<file path="config.mk">
export PLATFORM = sky130hd
export DESIGN_NAME = ftm_ctrl
export DESIGN_NICKNAME = d
export VERILOG_FILES = /design/src/sv/ftm_pkg.sv /design/src/sv/ftm_ctrl.sv
export SDC_FILE = /design/constraint.sdc
export NUM_CORES = 1
export LEC_CHECK = 0
export ABC_AREA = 1
export BUFFER_PORTS_ARGS = -buffer_cell sky130_fd_sc_hd__clkbuf_2
export CORE_ASPECT_RATIO = 0.75
export CORE_MARGIN = 5
export CORE_UTILIZATION = 38
export DETAILED_ROUTE_END_ITERATION = 7
export GPL_TIMING_DRIVEN = 0
export PLACE_DENSITY_LB_ADDON = 0.25
export SETUP_SLACK_MARGIN = 0.4
export SYNTH_ARGS = -nofsm -noshare
export SYNTH_HDL_FRONTEND = slang
export SYNTH_SLANG_ARGS = --single-unit
</file>
<file path="constraint.sdc">
create_clock -name clk -period 2.2 [get_ports clk]
set_clock_uncertainty 0.15 [all_clocks]
set_input_delay 0.22 -clock clk [delete_from_list [all_inputs] [get_ports clk]]
set_output_delay 0.22 -clock clk [all_outputs]
set_load 0.03 [all_outputs]
</file>
<file path="src/sv/ftm_pkg.sv">
// Shared types and constants for the five-tuple rule table.
package ftm_pkg;

  localparam int TABLE_ENTRIES = 64;
  localparam int CNT_W         = $clog2(TABLE_ENTRIES + 1);
  localparam int CNT_OUT_W     = 7;
  localparam int OP_W          = 3;
  localparam int IN_DATA_W     = 112;
  localparam int OUT_DATA_W    = 16;

  typedef enum logic [OP_W-1:0] {
    OP_MATCH  = 3'd0,
    OP_ADD    = 3'd1,
    OP_DELETE = 3'd2,
    OP_UPDATE = 3'd3,
    OP_FLUSH  = 3'd4
  } op_t;

  typedef enum logic [1:0] {
    ST_OK        = 2'd0,
    ST_EXISTS    = 2'd1,
    ST_NOT_FOUND = 2'd2,
    ST_FULL      = 2'd3
  } status_t;

  typedef enum logic [1:0] {
    S_IDLE,
    S_WALK,
    S_DONE
  } state_t;

  typedef struct packed {
    logic [7:0]  protocol;
    logic [31:0] src_ip;
    logic [31:0] dst_ip;
    logic [15:0] sport;
    logic [15:0] dport;
  } key_t;

  // word walking down the cell row, with flags gathered on the way
  typedef struct packed {
    logic vld;
    op_t  op;
    key_t key;
    logic act;
    logic hit;
    logic verdict;
    logic claimed;
  } pass_t;

  // end-of-walk broadcast to the cells
  typedef struct packed {
    logic fin;
    logic commit;
  } ctl_t;

  typedef struct packed {
    status_t              status;
    logic                 verdict;
    logic                 hit;
    logic [CNT_OUT_W-1:0] entry_count;
  } res_t;

endpackage

</file>
<file path="src/sv/ftm_ctrl.sv">
// Sequencer: launches a word, resolves status and count at the tail, holds the result.
module ftm_ctrl (
  input  logic           clk,
  input  logic           rst_n,
  input  logic           in_tvalid,
  output logic           in_tready,
  input  ftm_pkg::pass_t tail_i,
  output ftm_pkg::ctl_t  ctl_o,
  output logic           out_tvalid,
  input  logic           out_tready,
  output ftm_pkg::res_t  res_o
);

  ftm_pkg::state_t             state_r, state_nxt;
  logic [ftm_pkg::CNT_W-1:0]   count_r, count_nxt;
  ftm_pkg::res_t               res_r, res_nxt;
  ftm_pkg::res_t               out_res_r, out_res_nxt;
  logic                        out_vld_r, out_vld_nxt;
  logic                        load_out;
  ftm_pkg::status_t            status;

  // next state
  always_comb begin
    state_nxt = state_r;
    case (state_r)
      ftm_pkg::S_IDLE: if (in_tvalid) begin
        state_nxt = ftm_pkg::S_WALK;
      end
      ftm_pkg::S_WALK: if (tail_i.vld) begin
        state_nxt = ftm_pkg::S_DONE;
      end
      ftm_pkg::S_DONE: if (!out_vld_r || out_tready) begin
        state_nxt = ftm_pkg::S_IDLE;
      end
      default: state_nxt = ftm_pkg::S_IDLE;
    endcase
  end

  // outputs
  always_comb begin
    in_tready    = (state_r == ftm_pkg::S_IDLE);
    load_out     = (state_r == ftm_pkg::S_DONE) && (!out_vld_r || out_tready);
    ctl_o.fin    = tail_i.vld;
    ctl_o.commit = tail_i.vld && (tail_i.op == ftm_pkg::OP_ADD) &&
                   !tail_i.hit && tail_i.claimed;
  end

  always_comb begin
    status    = ftm_pkg::ST_OK;
    count_nxt = count_r;
    case (tail_i.op)
      ftm_pkg::OP_ADD: begin
        if (tail_i.hit) begin
          status = ftm_pkg::ST_EXISTS;
        end else if (!tail_i.claimed) begin
          status = ftm_pkg::ST_FULL;
        end else begin
          count_nxt = count_r + ftm_pkg::CNT_W'(1);
        end
      end
      ftm_pkg::OP_DELETE: begin
        if (!tail_i.hit) begin
          status = ftm_pkg::ST_NOT_FOUND;
        end else begin
          count_nxt = count_r - ftm_pkg::CNT_W'(1);
        end
      end
      ftm_pkg::OP_UPDATE: if (!tail_i.hit) begin
        status = ftm_pkg::ST_NOT_FOUND;
      end
      ftm_pkg::OP_FLUSH: count_nxt = '0;
      default: status = ftm_pkg::ST_OK;
    endcase

    res_nxt.status      = status;
    res_nxt.verdict     = tail_i.verdict;
    res_nxt.hit         = tail_i.hit;
    res_nxt.entry_count = ftm_pkg::CNT_OUT_W'(count_nxt);

    out_res_nxt = load_out ? res_r : out_res_r;
    if (load_out) begin
      out_vld_nxt = 1'b1;
    end else if (out_tready) begin
      out_vld_nxt = 1'b0;
    end else begin
      out_vld_nxt = out_vld_r;
    end
  end

  always_ff @(posedge clk) begin
    if (!rst_n) begin
      state_r   <= ftm_pkg::S_IDLE;
      count_r   <= '0;
      out_vld_r <= 1'b0;
    end else begin
      state_r   <= state_nxt;
      out_vld_r <= out_vld_nxt;
      if (tail_i.vld) begin
        count_r <= count_nxt;
      end
    end
  end

  always_ff @(posedge clk) begin
    if (tail_i.vld) begin
      res_r <= res_nxt;
    end
    out_res_r <= out_res_nxt;
  end

  assign out_tvalid = out_vld_r;
  assign res_o      = out_res_r;

`ifndef SYNTHESIS
  a_count_bound: assert property (@(posedge clk) disable iff (!rst_n)
    count_r <= ftm_pkg::CNT_W'(ftm_pkg::TABLE_ENTRIES))
    else $error("entry count above table size");

  a_commit_count: assert property (@(posedge clk) disable iff (!rst_n)
    ctl_o.commit |=> count_r == $past(count_r) + ftm_pkg::CNT_W'(1))
    else $error("committed add did not bump the count");
`endif

endmodule

</file>
==> summary by stage, run 1 <==
CTS
The latest clock arrival within the worst-skew pair is around 0.28 ns. Post-CTS timing repair inserted 0 buffers for setup. The clock-pin slew on the worst setup and hold paths is 0.06 ns. Counting along the longest clock path gives a buffer depth of 2.

The number of H-tree levels is 2. The tree is rooted in a sky130_fd_sc_hd__clkbuf_8. The number of clock buffers added by TritonCTS is 5.

The CTS tree is done. CTS saw 32 sinks.

Routing
The total vias in the final route is approximately 1.2k. Once detail routing completed, the nets flagged for antenna violations numbered 0. The DRC violation total after the first TritonRoute iteration is 73.

The ratio of routed vias to standard cells is between 4 and 5. After detailed routing, the number of remaining DRC violations is 0. Dividing the detail-routed wire length by the instance count gives 11.8 um. The first detailed-routing pass took 4 iterations. The routed wire length is 3090 um.

Setup path
STA puts the critical path data required time at ~1.8 ns. The worst setup path is captured at an output pin. Of all nets on the critical path, the largest fanout is 19. The worst setup path is launched from an input pin. Across all register-to-register paths, the minimum setup slack is 0.52 ns. Data arrives at the worst endpoint at 1.36 ns. The critical path is of the input pin to output pin type.

Logic synthesis
Synthesis produced a netlist with a net count of 289. The most frequently used flop master after synthesis is sky130_fd_sc_hd__edfxtp_1. For this run, the number of Yosys warnings is 0. The number of distinct standard cells referenced by the synthesized netlist is 26.

The share of the yosys chip area belonging to registers is a little over half. The synthesized design contains 32 register bits. Dividing the synthesized area by the synthesized cell count gives 9.26 um2. The number of synthesized flops with an enable pin is 22.

The post-synthesis instance area is between 1500 and 2000 um2. The share of flip-flops with an asynchronous set or reset after synthesis is 0%. The synthesized instance count is 171.

Die
For this design the top-level I/O count stands at 131. The y dimension of the die is 65.9 um. The die span in x is roughly 85 um.

The initial standard-cell utilization of the core is 39.3%. After floorplanning, the core was divided into 20 placement rows. In this run the standard cell core region covers 4030 um2.

The area of the die is roughly 5600 um2.

Run status
The run finished with clean final reports.

Timing
The shortest period the worst path allows is 1.73 ns. The number of max-slew violations in the final report came to 0. Setup repair after global routing left no endpoint under its margin. The relative max-transition margin is between 40% and 50%. The maximum clock frequency is 576 MHz. The share of the clock period used by the worst path is 78.8%. The hold violation total from the final report is 0. The count of final setup violators is 0. At the pin with the least slew margin, the transition time is slightly above 0.8 ns.

The sum of negative setup slack is 0 ns.

GRT
The maximum number of pins on one net before global-route repair is 20. The initial antenna violation count came to 0. The via count of the first global-routing pass came to 1086. The sum of overflow across all layers after global routing is 0.

Global routing consumed, over all layers together, 12.0% of the routing resources. The first global-routing pass estimated 5240 um of wire.

Cells and area
Cells fill 48.0% of the core in the end. The repair_antennas step left the layout with diodes totalling 0. The post-route netlist has 30.1% of its cells at a drive strength greater than 1. Fill cells in the final layout number ~400. The multi-input gate area in the final layout is 608 um2. The net count of the finished layout is 323. Compared with the post-synthesis result, the final layout area differs by 22.3%. Summing all flip-flop and latch instances after layout gives around 860 um2.

Power and ir drop
The static power due to leakage is 0.844 nW. The share of total power dissipated in the clock network is 40.8%. The share of total power dissipated in sequential elements is 47.2%. The switching share of power is 22.8%.

The relative contribution of combinational cells to total power is 12.0%. The total power is 1.48 mW. IR analysis of the VDD net gives a maximum drop of roughly 0.37 mV. The net switching component of the power is 0.337 mW. Cell internal power was estimated by the tool at 1.14 mW. The total power density per cell area is 763 nW/um2.

Min path
The path category of the worst min-delay check is input pin to register.

Placed design
The wire-length estimate of the detail-placed layout is 2280 um. Routability-driven placement finished with a final weighted congestion of about 0.86. The count of input and output buffers is 25.

Flow run
Max-cap violations in this run came to 0.
## per-layer routing
| metal | track usage, % | up-vias | wire, um |
|---|---|---|---|
| li1 | - | 639 | - |
| met1 | 17.3 | 571 | 1570 |
| met2 | 17.6 | 18 | 1350 |
| met3 | 3.86 | 4 | 141 |
| met4 | 2.37 | 0 | 24 |
| met5 | 0 | - | 0 |
## cell type report
class / count / area share, %
Multi-Input combinational cell: 111 / 31.4
Timing Repair Buffer: 27 / 7.50
Buffer: 6 / 2.13
Clock inverter: 1 / 1.55
Clock buffer: 7 / 4.98
Inverter: 22 / 4.33
Sequential cell: 32 / 44.5
Tap cell: 55 / 3.56
## sequential cells by signal (all words and copies together) (netlist names)
name and cells:
res_r 11, count_r 7, out_tvalid 1, res_o 11, state_r 2
## cells by family (layout without fill, tap and decap cells)
logic type	Yosys count	after routing	synth area share, %
xor+xnor	2	2	1.11
fa+ha+maj	2	2	1.58
buf+inv	28	63	7.75
simple gates	82	82	26.4
flops	32	32	54.4
compound gates	25	25	8.77
## per-stage QoR
step | std cells | setup WS (ns) | hold slack [ns] | instance area [um2]
4_1_cts | 261 | 0.426 | 0.0315 | 1930
3_5_place_dp | 251 | 0.439 | 0.255 | 1780
3_3_place_gp | 251 | 0.440 | 0.251 | 1780
6_report | 261 | 0.465 | 0.0408 | 1940
5_1_grt | 261 | 0.403 | 0.0487 | 1940
2_1_floorplan | 171 | 0.642 | 0.169 | 1590
## worst paths after layout
path,startpoint,endpoint,cells past startpoint
setup / recovery,tail_i[111],ctl_o[0],5
setup reg to reg,count_r[1],res_r[6],10
hold reg to reg,res_r[3],res_o[3],0
hold / removal,in_tvalid,state_r[0],3
## layout by cell type, fill, tap and decap left out, types with 6 or more instances in the layout
master,Yosys,routed
sky130_fd_sc_hd__nand3_2,7,7
sky130_fd_sc_hd__clkbuf_8,0,7
sky130_fd_sc_hd__nor2_1,12,12
sky130_fd_sc_hd__nor2_2,6,6
sky130_fd_sc_hd__a21oi_1,10,10
sky130_fd_sc_hd__o21ai_1,7,6
sky130_fd_sc_hd__edfxtp_1,22,22
sky130_fd_sc_hd__clkbuf_2,0,25
sky130_fd_sc_hd__dfxtp_1,10,9
sky130_fd_sc_hd__nand2_1,32,32
sky130_fd_sc_hd__inv_1,18,18
sky130_fd_sc_hd__nand3_1,15,15
## synth_stat cells (all sizes together) (3+ instances only)
cell	n	share of area, %
a21oi	10	3.2
nand3	22	9.2
nor2	20	6.6
o21ai	11	3.7
edfxtp	22	42
buf	6	2.5
dfxtp	10	13
o211ai	3	1.4
inv	20	4.7
nand4	5	2.0
nand2	33	8.0
## power groups by stage
stage	combinational [mW]	sequential (mW)	clock [mW]
after floorplan	0.113	0.715	0
after global placement	0.171	0.709	0
after detailed placement	0.173	0.710	0
after CTS	0.177	0.697	0.621
after global routing	0.199	0.700	0.653
final	0.177	0.698	0.602
## critical path: stages
cell                       delay (ns)
sky130_fd_sc_hd__clkbuf_2        0.37
sky130_fd_sc_hd__inv_1           0.10
sky130_fd_sc_hd__buf_2           0.22
sky130_fd_sc_hd__nor3_1          0.21
sky130_fd_sc_hd__clkbuf_2        0.23
## timing repair
| item | CTS | global route |
|---|---|---|
| endpoints found under the hold margin | 2 | 0 |
| hold buffers | 2 | 0 |
| endpoints found under the setup margin | 0 | 6 |
| gates resized for setup | 0 | 3 |
(Power assumes the default switching activity.)
==> inputs of run 2 (changes only) <==
--- a/config.mk
+++ b/config.mk
@@ -9,7 +9,7 @@
 export BUFFER_PORTS_ARGS = -buffer_cell sky130_fd_sc_hd__clkbuf_2
 export CORE_ASPECT_RATIO = 0.75
 export CORE_MARGIN = 5
-export CORE_UTILIZATION = 38
+export CORE_UTILIZATION = 35
 export DETAILED_ROUTE_END_ITERATION = 7
 export GPL_TIMING_DRIVEN = 0
 export PLACE_DENSITY_LB_ADDON = 0.25
==> constraint.sdc (replaced) <==
create_clock -name clk -period 1.5 [get_ports clk]
set_clock_uncertainty 0.15 [all_clocks]
set_input_delay 0.15 -clock clk [delete_from_list [all_inputs] [get_ports clk]]
set_output_delay 0.15 -clock clk [all_outputs]
set_load 0.03 [all_outputs]
==> summary by stage, run 2 (synthesis gave the netlist of run 1 again) <==
Die
Once the floorplan was initialized, standard cells occupied between 30% and 40% of the core. The count of pins on the block boundary is 131. The floorplan has 21 rows. Measured along the y axis, the die boundary spans 68.2 um. The die covers about 6000 um2. The die is between 80 and 90 um wide. After floorplanning, the core was sized to cover 4410 um2.

Timing
The shortest period the worst path allows is roughly 1.6 ns. The share of the clock period used by the worst path is 104%. At the pin with the least slew margin, the transition time is 0.309 ns. The maximum clock frequency is 638 MHz. The number of max-slew violations in the final report is 0. The post-route worst hold slack is ~0.022 ns.

Setup violations remaining at the end of the flow were counted as 4. The final critical-path setup slack is -0.0671 ns. Setup repair after global routing could not meet its margin everywhere. Measured against its own limit, the worst slew margin works out to 79.4%. The hold violation total from the final report was 0. For the final routed database, the setup TNS stands at -0.186 ns.

Placed design
The area of placed instances is around 1800 um2. The wire-length estimate of the detail-placed layout is about 2400 um. The cell total after placement is between 200 and 300. In this run the tool buffered the top-level ports with 25 buffer cells. Routability-driven placement finished with a final weighted congestion of around 0.8. OpenSTA, run right after detailed placement, puts the worst setup slack at -0.0938 ns.

Routing
The amount of wire on met3 after detailed routing is approximately 280 um. In the final routed layout, each cell accounts on average for 14.5 um. For this run, design rule violations remaining after detail routing come to 0. Signal routing reaches up to met4. The total vias in the final route is 1377. The total length of routed met2 wires is 2050 um. The length of the first detailed-routing pass in iterations is 4. The detailed-route wire length on metal 1 is 1750 um. The number of antenna-violating nets in the routed design is 0.

After the first detailed-routing iteration, the DRC count stood at 65. The routed design has between 4000 and 5000 um of wire. The ratio of routed vias to standard cells is a little under 5.

Run status
The checks that failed: setup timing. The run finished, with violations left.

CTS
The CTS tree is done. The root buffer selected by CTS is sky130_fd_sc_hd__clkbuf_8. The maximum buffer depth of the clock tree is 2. After clock tree synthesis, the clock-pin slew on the worst setup and hold paths is 0.06 ns. The clock reaches the later pin of the worst-skew pair after 0.28 ns. In this run, CTS created clock tree buffers numbering 5. The number of H-tree levels is 2. The total number of clock tree sinks is 32.

Min path
The path category of the worst min-delay check is input pin to register.

GRT
The initial antenna violation count is 0. The via count of the first global-routing pass is 1298. The first global-routing pass estimated roughly 6500 um of wire. The maximum number of pins on one net before global-route repair is 18. The global router's overall resource usage is 14.9%. Summed over all layers, the global routing overflow is 0.

Flow run
The tool flagged a number of max-cap violations equal to 0.

Setup path
The cell with the largest stage delay on the worst path is sky130_fd_sc_hd__dfxtp_2. Walking the worst path, the cells encountered are buf_6, inv_4, ha_4, nand2_4, inv_4, nand2_4, nor2_4, nand3_2, nand3_2, nand3_2. The worst setup path is captured at a register. The worst setup path category is register to register. The maximum net fanout on the critical path is 4. STA puts the critical path data arrival time at 1.43 ns. For the worst setup path, the data required time is 1.37 ns. The most prevalent standard cell on the critical path is sky130_fd_sc_hd__nand3_2. STA classifies the critical path startpoint as a register. The delay contributed by the slowest stage of the critical path is 0.33 ns.

Cells and area
The area growth from synthesis to layout is 58.8%. The library cell used most frequently in the layout, excluding fill and tap cells, is sky130_fd_sc_hd__nand2_1. Summing all non-filler instances in the final layout gives an area of 2510 um2. The layout filler cell count is 383. Of the cells placed in the final design, the portion with a size suffix greater than 1 is 49.3%. The net total in the final layout is 344. The core occupancy in the finished layout is 56.9%. Leaving out fill and tap cells, the most frequent cells in the layout are sky130_fd_sc_hd__nand2_1, sky130_fd_sc_hd__edfxtp_1, sky130_fd_sc_hd__buf_8, sky130_fd_sc_hd__inv_1, sky130_fd_sc_hd__buf_4. The number of antenna diodes is 0. The count of cells in the finished layout, fillers not included, comes to 284.

Power and ir drop
The worst-case IR drop observed on VDD is 0.470 mV. The total power density per cell area is 827 nW/um2. Total power for the finished layout comes to 2.08 mW. The analysis attributes to cell leakage a power of 1.04 nW.
-- run 2: cell types whose count changed in the layout (fill, tap and decap cells not counted), moves of 4 or more --
cell,delta
sky130_fd_sc_hd__nor2_4,+4
sky130_fd_sc_hd__nor2_1,-6
sky130_fd_sc_hd__dfxtp_1,-5
sky130_fd_sc_hd__buf_8,+14
sky130_fd_sc_hd__nand2_1,-4
sky130_fd_sc_hd__inv_1,-5
sky130_fd_sc_hd__nand3_1,-6
sky130_fd_sc_hd__buf_6,+8
sky130_fd_sc_hd__buf_4,+10
sky130_fd_sc_hd__clkbuf_2,-17
sky130_fd_sc_hd__inv_4,+4
-- run 2: critical path: cells and delay by family (launching register included) --
kind          cells  cell delay (ns)
fa+ha+maj         1             0.12
buf+inv           3             0.25
simple gates      6             0.46
flops             1             0.33
-- run 2: final cells by class --
class / instances / area [um2] / area share [%]
buffer: 6 / 57.6 / 2.29
clock buffer: 6 / 72.6 / 2.89
clock inverter: 2 / 12.5 / 0.498
inverter: 22 / 100 / 3.98
multi-input combinational: 111 / 783 / 31.2
sequential: 32 / 876 / 34.8
tap: 57 / 71.3 / 2.84
timing repair buffer: 48 / 541 / 21.5
-- run 2: where the power goes --
| group | switching, mW | internal [mW] | total [mW] |
|---|---|---|---|
| Clock | 0.303 | 0.324 | 0.626 |
| Sequential | 0.0357 | 0.999 | 1.03 |
| Combinational | 0.234 | 0.183 | 0.417 |
| Total | 0.573 | 1.51 | 2.08 |
-- run 2: timing repair --
item | 4_1_cts | 5_1_grt
endpoints found under the setup margin | 40 | 39
pin swaps | 21 | 10
hold endpoints to repair | 4 | 0
gates resized for setup | 65 | 34
hold buffers | 4 | 0
cloned | 1 | 0
buffers inserted | 15 | 3
-- run 2: worst paths after layout --
check             startpoint          to  slack [ns]  cells past startpoint
setup / recovery  count_r[1]    res_r[6]       -0.07                     10
hold / removal    out_tready  state_r[1]        0.02                      4
setup reg to reg  count_r[1]    res_r[6]       -0.07                     10
hold reg to reg     res_r[2]    res_o[2]        0.27                      0
-- run 2: per-layer routing --
| layer | vias up | GRT usage, % |
|---|---|---|
| met2 | 32 | 23.8 |
| met5 | - | 0 |
| li1 | 687 | - |
| met3 | 2 | 3.25 |
| met4 | 0 | 6.70 |
| met1 | 656 | 19.3 |
