[src/sv/ftm_pkg.sv]
// Shared types and constants for the five-tuple rule table.
package ftm_pkg;

  localparam int TABLE_ENTRIES = 64;
  localparam int CNT_W         = $clog2(TABLE_ENTRIES + 1);
  localparam int CNT_OUT_W     = 7;
  localparam int OP_W          = 3;
  localparam int IN_DATA_W     = 112;
  localparam int OUT_DATA_W    = 16;

  typedef enum logic [OP_W-1:0] {
    OP_MATCH  = 3'd0,
    OP_ADD    = 3'd1,
    OP_DELETE = 3'd2,
    OP_UPDATE = 3'd3,
    OP_FLUSH  = 3'd4
  } op_t;

  typedef enum logic [1:0] {
    ST_OK        = 2'd0,
    ST_EXISTS    = 2'd1,
    ST_NOT_FOUND = 2'd2,
    ST_FULL      = 2'd3
  } status_t;

  typedef enum logic [1:0] {
    S_IDLE,
    S_WALK,
    S_DONE
  } state_t;

  typedef struct packed {
    logic [7:0]  protocol;
    logic [31:0] src_ip;
    logic [31:0] dst_ip;
    logic [15:0] sport;
    logic [15:0] dport;
  } key_t;

  // word walking down the cell row, with flags gathered on the way
  typedef struct packed {
    logic vld;
    op_t  op;
    key_t key;
    logic act;
    logic hit;
    logic verdict;
    logic claimed;
  } pass_t;

  // end-of-walk broadcast to the cells
  typedef struct packed {
    logic fin;
    logic commit;
  } ctl_t;

  typedef struct packed {
    status_t              status;
    logic                 verdict;
    logic                 hit;
    logic [CNT_OUT_W-1:0] entry_count;
  } res_t;

endpackage

[src/sv/ftm_cell.sv]
// One rule-table cell: holds a single entry and passes the word on.
module ftm_cell (
  input  logic          clk,
  input  logic          rst_n,
  input  ftm_pkg::pass_t pass_i,
  input  ftm_pkg::ctl_t  ctl_i,
  output ftm_pkg::pass_t pass_o,
  output logic          pend_o
);

  logic            valid_r, valid_nxt;
  logic            pend_r, pend_nxt;
  ftm_pkg::key_t   key_r, key_nxt;
  logic            verdict_r, verdict_nxt;
  ftm_pkg::pass_t  pass_r, pass_nxt;
  logic            is_lookup;
  logic            match;
  logic            claim;

  always_comb begin
    case (pass_i.op)
      ftm_pkg::OP_MATCH,
      ftm_pkg::OP_ADD,
      ftm_pkg::OP_DELETE,
      ftm_pkg::OP_UPDATE: is_lookup = 1'b1;
      default:            is_lookup = 1'b0;
    endcase
  end

  assign match = pass_i.vld && is_lookup && valid_r && (key_r == pass_i.key);
  // first free cell on the way takes a tentative copy of an add
  assign claim = pass_i.vld && (pass_i.op == ftm_pkg::OP_ADD) && !valid_r && !pass_i.claimed;

  always_comb begin
    pass_nxt         = pass_i;
    pass_nxt.hit     = pass_i.hit | match;
    pass_nxt.verdict = pass_i.verdict |
                       (match && (pass_i.op == ftm_pkg::OP_MATCH) && verdict_r);
    pass_nxt.claimed = pass_i.claimed | claim;

    valid_nxt = valid_r;
    if (ctl_i.commit && pend_r) begin
      valid_nxt = 1'b1;
    end
    if (match && (pass_i.op == ftm_pkg::OP_DELETE)) begin
      valid_nxt = 1'b0;
    end
    if (pass_i.vld && (pass_i.op == ftm_pkg::OP_FLUSH)) begin
      valid_nxt = 1'b0;
    end

    if (ctl_i.fin) begin
      pend_nxt = 1'b0;
    end else if (claim) begin
      pend_nxt = 1'b1;
    end else begin
      pend_nxt = pend_r;
    end

    key_nxt     = claim ? pass_i.key : key_r;
    verdict_nxt = (claim || (match && (pass_i.op == ftm_pkg::OP_UPDATE))) ?
                  pass_i.act : verdict_r;
  end

  always_ff @(posedge clk) begin
    if (!rst_n) begin
      valid_r <= 1'b0;
      pend_r  <= 1'b0;
      pass_r  <= '0;
    end else begin
      valid_r <= valid_nxt;
      pend_r  <= pend_nxt;
      pass_r  <= pass_nxt;
    end
  end

  always_ff @(posedge clk) begin
    key_r     <= key_nxt;
    verdict_r <= verdict_nxt;
  end

  assign pass_o = pass_r;
  assign pend_o = pend_r;

endmodule

[config.mk]
export PLATFORM = sky130hd
export DESIGN_NAME = ftm_cell
export DESIGN_NICKNAME = d
export VERILOG_FILES = /design/src/sv/ftm_pkg.sv /design/src/sv/ftm_cell.sv
export SDC_FILE = /design/constraint.sdc
export NUM_CORES = 1
export LEC_CHECK = 0
export BUFFER_PORTS_ARGS = -buffer_cell sky130_fd_sc_hd__buf_4
export CORE_UTILIZATION = 51
export DETAILED_ROUTE_END_ITERATION = 7
export PLACE_DENSITY = 0.8
export SLEW_MARGIN = 10
export SYNTH_ARGS = -nofsm -noshare
export SYNTH_HDL_FRONTEND = slang
export SYNTH_SLANG_ARGS = --single-unit
[constraint.sdc]
create_clock -name clk -period 8 [get_ports clk]
set_input_delay 0.8 -clock clk [delete_from_list [all_inputs] [get_ports clk]]
set_output_delay 0.8 -clock clk [all_outputs]
set_load 0.05 [all_outputs]
==> results.tsv, run 1 <==
stage	metric	value	unit
run_status	status	completed	
timing	worstMarginPinSlew	0.866	ns
timing	finalCriticalPeriod	2.77	ns
critical_path	critPathRequiredTime	8.21	ns
timing	rsz0062_at_grt	false	
global_route	antenna_found_initial	0	
detailed_routing	antenna_left	0	
flow_run	maxCapViolations	0	
synth	synth_top_area_frac	0.424	
critical_path	critPathKind	input port to register	
finish	instances_no_fill	936	
floorplanning	dieArea	15100	um2
detailed_routing	wirelength	15.3	mm
global_route	grt_pass1_vias	4485	
timing	max_freq	361	MHz
timing	hold_viol_final	0	
critical_path	crit_chain	buf_4 > nand2b_1 > nor4_1 > nor2b_4 > buf_4 > buf_4 > a31o_1	
critical_path	path_delay_family	buffers and inverters	
critical_path	endpoint_kind	register	
detailed_routing	routedWlPerCell	16.4	um
floorplanning	start_util	0.530	
synth	yosys_register_bits	219	
synth	ys_warn_count	0	
min_path	worstHoldPathCells	2	
cts	numClockSinks	219	
cts	root_buffer	clkbuf_16	
timing	skew	0.00680	ns
synth	yosysSeqAreaShare	0.731	
critical_path	path_common_cell	buf_4	
floorplanning	core	14000	um2
critical_path	regToRegEndpoint	verdict_r$_DFFE_PP_	
detailed_routing	vias	4545	
critical_path	start_kind	input port	
critical_path	rr_worst_depth	5	
placed_design	numPortBuffers	228	
detailed_routing	drc	0	
power_and_ir_drop	leakagePower	4.00	nW
synth	yosysTopAreaCell	edfxtp_1	
critical_path	path_max_fanout	56	
synth	netlist_area	7440	um2
floorplanning	placementRows	43	
cts	clkTransAtPathRegs	0.06	ns
global_route	gr-total-overflow	0	
global_route	grt_use_total	0.201	
floorplanning	die_h	123	um
synth	yosys-top-cells-area	edfxtp_1 (42%), dfxtp_1 (31%), xnor2_1 (10%)	
placed_design	dp_hpwl	10.8	mm
floorplanning	die_w	123	um
critical_path	cp_num_buf_inv	3	
cts	post_cts_buffers	0	
critical_path	rrSetupSlack	5.38	ns
power_and_ir_drop	p_per_area	247	nW/um2
min_path	hold_path.class	input port to register	
critical_path	reg2reg_from	valid_r$_SDFFE_PP0P_	
critical_path	cp_slowest_cell	buf_4	
finish	post_route_cells_drive_above_1_share	0.349	
synth	ys_types	28	
floorplanning	io_pins	229	
cts	cts_tree	done	
min_path	min_from	ctl_i[1]	
detailed_routing	first_iter_violations	314	
cts	h-tree-depth	1	
cts	clk_latency	0.49	ns
finish	synthToLayoutAreaGrowth	34.7	%
synth	syn_area_per_cell	14.9	um2
cts	cts.path.max_buffers	3	
cts	numCtsBuffers	22	
cts	cts_resized	0	
critical_path	arrival	2.98	ns
detailed_routing	firstDrtPassIters	6	
cts	hold_buffers	0	
timing	setup_viol	0	
critical_path	cp_slowest_stage_delay	0.68	ns
finish	n_antenna_cell	0	
synth	syn_inst	498	
timing	slew_violations	0	
placed_design	dp_cells	896	
timing	setup_tns	0	ns
min_path	hold_path_end	pend_o$_SDFFE_PP0P_	
placed_design	routabilityCongestion	0.770	
power_and_ir_drop	peakVddDrop	0.185	mV
global_route	grt_max_degree	116	
finish	fin_nets	856	
timing	fin_crit_sh	0.346	
synth	postSynthNetCount	614	
timing	slew_headroom	0.422	
detailed_routing	routed_via_density	4.86	
global_route	grt_first_pass_wirelength	23.0	mm
## registers in the layout (all words and copies together) (netlist names)
register	count
key_r	104
verdict_r	1
valid_r	1
pass_o	112
pend_o	1
## power breakdown
part | internal [mW] | total [mW] | switching, mW
registers | 1.22 | 1.23 | 0.0131
clock network | 0.563 | 0.959 | 0.395
logic | 0.112 | 0.288 | 0.177
## layout make-up
type | count | area [um2]
clock buffers | 34 | 617
inverters | 2 | 7.51
fillers | 963 | 4020
flip-flops and latches | 219 | 5440
multi-input cells | 265 | 1960
repair buffers | 230 | 1730
well taps | 180 | 225
clock inverters | 6 | 53.8
## synth_stat cells
library cell  instances
nand2b_1              1
nand2_2               1
nor2b_1               1
nor3_1                2
o21a_1                2
dfxtp_1             114
nor4_1                9
a31oi_1               1
xnor2_1              87
xor2_2                1
nor2_1                2
a22o_1                1
nor3b_1               1
nand4_2               1
a21o_1                1
and2_1              108
clkbuf_1             12
inv_1                 2
a31o_1                1
or4_4                 1
xor2_1               16
nand2_1               2
nand3_1               1
nand4_1              22
o311ai_0              1
nor4_4                1
and2_2                1
edfxtp_1            105
## worst max path at each step
stage | from | to | slack (ns) | depth (start not counted)
3_5_place_dp | pass_i[109] | verdict_r$_DFFE_PP_ | 4.68 | 7
3_3_place_gp | pass_i[109] | verdict_r$_DFFE_PP_ | 4.83 | 7
6_report | pass_i[109] | verdict_r$_DFFE_PP_ | 5.23 | 7
2_1_floorplan | pass_i[109] | verdict_r$_DFFE_PP_ | 1.52 | 4
5_1_grt | pass_i[109] | verdict_r$_DFFE_PP_ | 5.08 | 7
4_1_cts | pass_i[109] | verdict_r$_DFFE_PP_ | 5.21 | 7
## kinds of logic (layout without fill, tap and decap cells)
kind of cell	Yosys count	count (layout)	synth area share
flip-flops	219	219	0.731
AO/OA/AOI/OAI	7	7	0.00740
buffers and inverters	14	272	0.00706
AND/OR/NAND/NOR	154	154	0.132
XOR/XNOR	104	104	0.123
## placed cells by master (no fill, tap or decap), drive strengths merged, types with 2 or more instances in the layout
cell type,n
nand2,3
buf,230
xor2,17
dfxtp,114
xnor2,87
edfxtp,105
clkinv,4
nand4,23
clkbuf,34
inv,3
nor2,2
nor4,10
o21a,2
nor3,2
and2,109
## through the flow
step	instance area, um2	hold WS (ns)	total power [mW]	setup WS [ns]	util
after floorplan	7440	0.580	1.42	1.52	-
after global placement	9350	0.520	1.53	4.83	0.666
after detailed placement	9350	0.519	1.54	4.68	0.666
after CTS	10000	0.455	2.50	5.21	0.714
after global routing	10000	0.469	2.56	5.08	0.714
final	10000	0.471	2.48	5.23	0.714
## per-layer routing
| metal | vias to the layer above | GRT usage | wire length, um |
|---|---|---|---|
| li1 | 2179 | - | - |
| met3 | 17 | 0.0469 | 1150 |
| met5 | - | 0 | 0 |
| met4 | 0 | 0.0640 | 214 |
| met2 | 174 | 0.348 | 7750 |
| met1 | 2175 | 0.247 | 6190 |
Power figures use the tool's default switching activity.
==> run 2, diff against run 1 <==
==> constraint.sdc (replaced) <==
create_clock -name clk -period 2.9 [get_ports clk]
set_input_delay 0.29 -clock clk [delete_from_list [all_inputs] [get_ports clk]]
set_output_delay 0.29 -clock clk [all_outputs]
set_load 0.05 [all_outputs]
==> run 2 against run 1 <==
- sequential share of layout area shrank 5.3 points
- worst setup slack got worse by 4.6 ns
- wire length is 19% higher
- critical path depth grew 2
- total power rose to 2.8 times the previous value
- first-iteration DRC count increased by 4.1%
- clock skew up 0.0022 ns
- die area is the same
- hold slack worse by 0.45 ns
- count of clock-buffer cells in the layout decreased by 5
- via count up 12%
- largest power group unchanged
==> results.tsv, run 2 (synthesized netlist as in run 1, its figures left out) <==
stage	metric	value	unit	change
cts	hold_buffers	101		+101
critical_path	crit_chain	dlygate4sd3_1 > buf_4 > xnor2_1 > nand4_1 > nor4_1 > buf_4 > nand2_2 > nor4_4 > a31o_1		
critical_path	cp_slowest_cell	dlygate4sd3_1		
floorplanning	die_w	123	um	unchanged
cts	cts_tree	done		
power_and_ir_drop	leakagePower	4.47	nW	+12%
min_path	hold_path.class	input port to register		
timing	finalCriticalPeriod	2.31	ns	
timing	hold_viol_final	0		unchanged
timing	rsz0062_at_grt	false		
global_route	gr-total-overflow	0		unchanged
timing	fin_crit_sh	0.796		
finish	instances_no_fill	1040		+11%
detailed_routing	drc	0		unchanged
critical_path	reg2reg_from	key_r[102]$_DFFE_PP_		
critical_path	path_max_fanout	4		-93%
timing	slew_violations	0		unchanged
detailed_routing	antenna_left	0		unchanged
detailed_routing	first_iter_violations	327		+4.1%
min_path	hold_path_end	key_r[11]$_DFFE_PP_		
power_and_ir_drop	total_power	7.05	mW	+180%
finish	fin_nets	961		+12%
power_and_ir_drop	p_per_area	634	nW/um2	+160%
cts	cts.path.max_buffers	3		unchanged
critical_path	path_common_cell	buf_4		
cts	cts_resized	0		unchanged
finish	largest_reg_flops	112		unchanged
global_route	antenna_found_initial	0		unchanged
placed_design	dp_cells	898		+0.22%
floorplanning	io_pins	229		unchanged
global_route	grt_first_pass_wirelength	27.5	mm	+20%
critical_path	rrSetupSlack	0.71	ns	-4.67 ns
min_path	worstHoldPathCells	1		-1
run_status	status	completed		
cts	clk_latency	0.49	ns	about the same
placed_design	dp_hpwl	10.8	mm	-0.33%
cts	root_buffer	clkbuf_16		
min_path	min_from	pass_i[15]		
timing	timing.hold.ws	0.0183	ns	-0.452 ns
finish	post_route_cells_drive_above_1_share	0.315		-0.0341
detailed_routing	routed_via_density	4.88		+0.44%
placed_design	numPortBuffers	228		unchanged
timing	slew_headroom	0.610		+0.188
global_route	grt_use_total	0.240		+0.0389
placed_design	routabilityCongestion	0.769		-0.13%
critical_path	start_kind	input port		
cts	numClockSinks	219		unchanged
flow_run	maxCapViolations	0		unchanged
timing	skew	0.00899	ns	+0.00220 ns
floorplanning	dieArea	15100	um2	unchanged
power_and_ir_drop	peakVddDrop	0.530	mV	+190%
floorplanning	placementRows	43		unchanged
global_route	grt_pass1_vias	5346		+19%
cts	clkTransAtPathRegs	0.06	ns	about the same
critical_path	critPathRequiredTime	3.11	ns	-5.10 ns
timing	max_freq	433	MHz	
finish	final_cell_mix	buf_4 (231), dfxtp_1 (114), and2_1 (108)		
timing	setup_viol	0		unchanged
critical_path	regToRegEndpoint	verdict_r$_DFFE_PP_		
floorplanning	start_util	0.530		unchanged
placed_design	dpl_cell_area	9380	um2	+0.29%
critical_path	arrival	2.52	ns	-0.46 ns
floorplanning	die_h	123	um	unchanged
floorplanning	core	14000	um2	unchanged
finish	synthToLayoutAreaGrowth	49.4	%	
cts	post_cts_buffers	0		unchanged
finish	n_antenna_cell	0		unchanged
detailed_routing	firstDrtPassIters	4		-2
detailed_routing	vias	5072		+12%
timing	setup_tns	0	ns	unchanged
global_route	grt_max_degree	69		-41%
critical_path	rr_worst_depth	7		+2
detailed_routing	routedWlPerCell	17.6	um	+7.4%
critical_path	cp_slowest_stage_delay	0.55	ns	-0.13 ns
timing	worstMarginPinSlew	0.585	ns	-0.281 ns
cts	numCtsBuffers	22		unchanged
cts	h-tree-depth	1		unchanged
finish	layout_commonest_cell	buf_4		
critical_path	endpoint_kind	register		
critical_path	critPathKind	input port to register		
detailed_routing	wirelength	18.3	mm	+19%
finish	post-route-cell-area	11100	um2	+11%
-- run 2: worst max-delay path by stage --
stage,startpoint,end,slack (ns)
2_1_floorplan,pass_i[109],verdict_r$_DFFE_PP_,0.06
3_3_place_gp,pass_i[106],verdict_r$_DFFE_PP_,0.60
3_5_place_dp,pass_i[106],verdict_r$_DFFE_PP_,0.55
4_1_cts,pass_i[106],verdict_r$_DFFE_PP_,0.49
5_1_grt,pass_i[51],verdict_r$_DFFE_PP_,0.47
6_report,pass_i[73],verdict_r$_DFFE_PP_,0.59
-- run 2: layout make-up --
cell class / instances / area, um2
Clock buffer: 29 / 628
Clock inverter: 10 / 72.6
Fill cell: 752 / 2930
Inverter: 2 / 7.51
Multi-Input combinational cell: 265 / 1960
Sequential cell: 219 / 5440
Tap cell: 180 / 225
Timing Repair Buffer: 335 / 2790
-- run 2: power by group --
group          internal [mW]  switching, mW  total, mW
Clock                   1.61           1.12       2.73
Combinational          0.401          0.528      0.929
Sequential              3.35         0.0394       3.39
Total                   5.36           1.69       7.05
-- run 2: per-layer routing --
| metal | up-vias | track usage | part of all wire |
|---|---|---|---|
| met1 | 2452 | 0.276 | 0.38 |
| li1 | 2386 | - | - |
| met4 | 0 | 0.0694 | 0.024 |
| met3 | 34 | 0.0553 | 0.064 |
| met5 | - | 0 | 0 |
| met2 | 200 | 0.440 | 0.53 |
-- run 2: critical path, delay by kind of cell --
family	cells	cell delay, ns
AND/OR/NAND/NOR	4	0.99
buffers and inverters	3	0.88
AO/OA/AOI/OAI	1	0.20
XOR/XNOR	1	0.14
-- run 2: stage by stage --
step	utilization	setup WS [ns]
after floorplan	-	0.0572
after global placement	0.668	0.603
after detailed placement	0.668	0.547
after CTS	0.790	0.494
after global routing	0.791	0.474
final	0.791	0.592
==> run 3, diff against run 2 <==
--- a/config.mk
+++ b/config.mk
@@ -6,9 +6,9 @@
 export NUM_CORES = 1
 export LEC_CHECK = 0
 export BUFFER_PORTS_ARGS = -buffer_cell sky130_fd_sc_hd__buf_4
-export CORE_UTILIZATION = 51
+export CORE_UTILIZATION = 46
 export DETAILED_ROUTE_END_ITERATION = 7
-export PLACE_DENSITY = 0.8
+export PLACE_DENSITY = 0.76
 export SLEW_MARGIN = 10
 export SYNTH_ARGS = -nofsm -noshare
 export SYNTH_HDL_FRONTEND = slang
==> constraint.sdc (replaced) <==
create_clock -name clk -period 1.9 [get_ports clk]
set_input_delay 0.19 -clock clk [delete_from_list [all_inputs] [get_ports clk]]
set_output_delay 0.19 -clock clk [all_outputs]
set_load 0.05 [all_outputs]
==> run 3 against run 2 <==
- the run now ends with negative setup slack left
- worst setup slack worse by 0.65 ns
- count of clock-buffer cells in the layout rose by 1
- combinational power rose by 56%
- flip-flop and latch count unchanged
- via count is 1.9% higher
- critical path depth is 1 lower
- critical path type unchanged
- largest cell class unchanged
- largest power group unchanged
==> results.tsv, run 3 (synthesized netlist as in run 1, its figures left out) <==
stage	metric	value	unit	change
floorplanning	core	15800	um2	+13%
power_and_ir_drop	switchingPower	2.63	mW	+56%
detailed_routing	vias	5167		+1.9%
finish	largest_reg_flops	112		unchanged
timing	rsz0062_at_grt	true		
finish	fin_nets	981		+2.1%
global_route	grt_pass1_vias	5489		+2.7%
finish	fillers	973		+29%
floorplanning	start_util	0.470		-0.0598
critical_path	crit_chain	dlygate4sd3_1 > buf_4 > xnor2_1 > nand4_1 > nor4_2 > nand2_4 > nor4_4 > a31o_1		
critical_path	cp_slowest_stage_delay	0.55	ns	about the same
cts	clkTransAtPathRegs	0.06	ns	about the same
placed_design	dp_hpwl	11.2	mm	+3.7%
cts	numClockSinks	219		unchanged
timing	worstMarginPinSlew	0.587	ns	+0.00188 ns
timing	max_freq	511	MHz	
finish	seq_area	5440	um2	about the same
timing	fin_crit_sh	1.03		
cts	cts_tree	done		
detailed_routing	wirelength	18.5	mm	+1.5%
critical_path	critPathRequiredTime	2.11	ns	-1.00 ns
flow_run	maxCapViolations	0		unchanged
finish	final_cell_mix	buf_4 (238), dlygate4sd3_1 (113), dfxtp_1 (113)		
global_route	grt_use_total	0.221		-0.0183
detailed_routing	antenna_left	0		unchanged
floorplanning	dieArea	16700	um2	+11%
power_and_ir_drop	p_per_area	956	nW/um2	+51%
critical_path	path_delay_family	simple AND/OR/NAND/NOR gates		
placed_design	dp_worst_setup_slack	-0.0795	ns	-0.627 ns
power_and_ir_drop	internal_power	8.32	mW	+55%
run_status	status	finished, violations left		
power_and_ir_drop	clkPwrFrac	0.395		+0.008
cts	h-tree-depth	1		unchanged
critical_path	endpoint_kind	register		
floorplanning	die_h	129	um	+5.2%
power_and_ir_drop	peakVddDrop	0.831	mV	+57%
finish	layout_commonest_cell	buf_4		
detailed_routing	drc	0		unchanged
placed_design	routabilityCongestion	0.758		-1.4%
critical_path	cp_slowest_cell	dlygate4sd3_1		
global_route	grt_max_degree	72		+4.3%
detailed_routing	routed_via_density	4.71		-3.4%
timing	finalCriticalPeriod	1.96	ns	
power_and_ir_drop	power_frac_comb	0.132		about the same
timing	setup_ws	-0.0587	ns	-0.651 ns
timing	slew_headroom	0.609		-0.00125
floorplanning	die_w	129	um	+5.2%
cts	root_buffer	clkbuf_16		
floorplanning	placementRows	46		+7.0%
run_status	violations	negative setup slack		
critical_path	critPathKind	input port to register		
global_route	gr-total-overflow	0		unchanged
detailed_routing	firstDrtPassIters	4		unchanged
min_path	hold_path.class	input port to register		
global_route	antenna_found_initial	0		unchanged
critical_path	arrival	2.17	ns	-0.35 ns
placed_design	dp_cells	944		+5.1%
finish	n_antenna_cell	0		unchanged
placed_design	numPortBuffers	228		unchanged
finish	synthToLayoutAreaGrowth	53.9	%	
critical_path	path_max_fanout	3		-1
finish	instances_no_fill	1097		+5.5%
cts	numCtsBuffers	22		unchanged
cts	post_cts_buffers	0		unchanged
power_and_ir_drop	leakagePower	4.61	nW	+3.1%
floorplanning	io_pins	229		unchanged
power_and_ir_drop	seq_power_share	0.472		-0.009
global_route	grt_first_pass_wirelength	28.2	mm	+2.5%
critical_path	cp_num_buf_inv	2		-1
timing	hold_viol_final	0		unchanged
power_and_ir_drop	p_sw_frac	0.240		+0.000297
cts	cts.path.max_buffers	3		unchanged
timing	skew	0.0101	ns	+0.00110 ns
detailed_routing	routedWlPerCell	16.9	um	-3.8%
cts	clk_latency	0.50	ns	about the same
finish	multi_input_area	2010	um2	+2.6%
detailed_routing	first_iter_violations	196		-40%
timing	slew_violations	0		unchanged
finish	post_route_cells_drive_above_1_share	0.330		+0.0152
timing	setup_viol	1		+1
critical_path	start_kind	input port		
[run 3: power groups by stage]
stage / sequential (mW) / combinational [mW] / clock, mW
6_report: 5.17 / 1.45 / 4.33
5_1_grt: 5.18 / 1.52 / 4.58
4_1_cts: 5.17 / 1.44 / 4.38
3_5_place_dp: 5.27 / 1.24 / 0
3_3_place_gp: 5.27 / 1.21 / 0
2_1_floorplan: 5.72 / 0.246 / 0
[run 3: layout make-up]
class	instances	area share
inverters	2	0.000656
multi-input cells	265	0.176
clock inverters	10	0.00940
flip-flops and latches	219	0.475
well taps	216	0.0236
repair buffers	355	0.262
clock buffers	30	0.0543
[run 3: worst reg2reg max path, cell delays in order (launching register included)]
cell and delay, ns:
edfxtp_1 0.38, xnor2_1 0.17, nand4_1 0.14, nor4_2 0.40, nand2_4 0.09, nor4_4 0.28
a31o_1 0.19
[run 3: path summary, 6_finish.rpt]
check / start / endpoint / slack, ns / depth (start not counted)
max reg2reg: key_r[34]$_DFFE_PP_ / verdict_r$_DFFE_PP_ / -0.03 / 6
min: ctl_i[0] / valid_r$_SDFFE_PP0P_ / 0.17 / 4
min reg2reg: pend_o$_SDFFE_PP0P_ / pend_o$_SDFFE_PP0P_ / 0.52 / 2
max: pass_i[38] / verdict_r$_DFFE_PP_ / -0.06 / 8
[run 3: routing by layer]
metal | routed length, um | vias up | global-route usage | part of all wire
met2 | 9860 | 184 | 0.414 | 0.53
met1 | 7200 | 2503 | 0.251 | 0.39
li1 | - | 2436 | - | -
met3 | 986 | 44 | 0.0367 | 0.053
met4 | 496 | 0 | 0.0851 | 0.027
met5 | 0 | - | 0 | 0
[run 3: through the flow]
stage | hold WS, ns | area, um2 | util | power (mW) | TNS [ns]
5_1_grt | 0.204 | 11500 | 0.724 | 11.3 | -0.468
2_1_floorplan | 0.266 | 7450 | - | 5.96 | -78.37
4_1_cts | 0.141 | 11400 | 0.723 | 11.0 | -0.0389
3_3_place_gp | 0.350 | 9550 | 0.603 | 6.48 | -0.0782
6_report | 0.168 | 11500 | 0.724 | 11.0 | -0.0587
3_5_place_dp | 0.362 | 9550 | 0.603 | 6.51 | -0.0820
[run 3: what timing repair did]
action	in CTS	in global routing
gates resized for setup	5	2
gates cloned	0	0
pin swaps	9	2
endpoints found under the hold margin	219	0
endpoints found under the setup margin	3	4
hold buffers	113	0
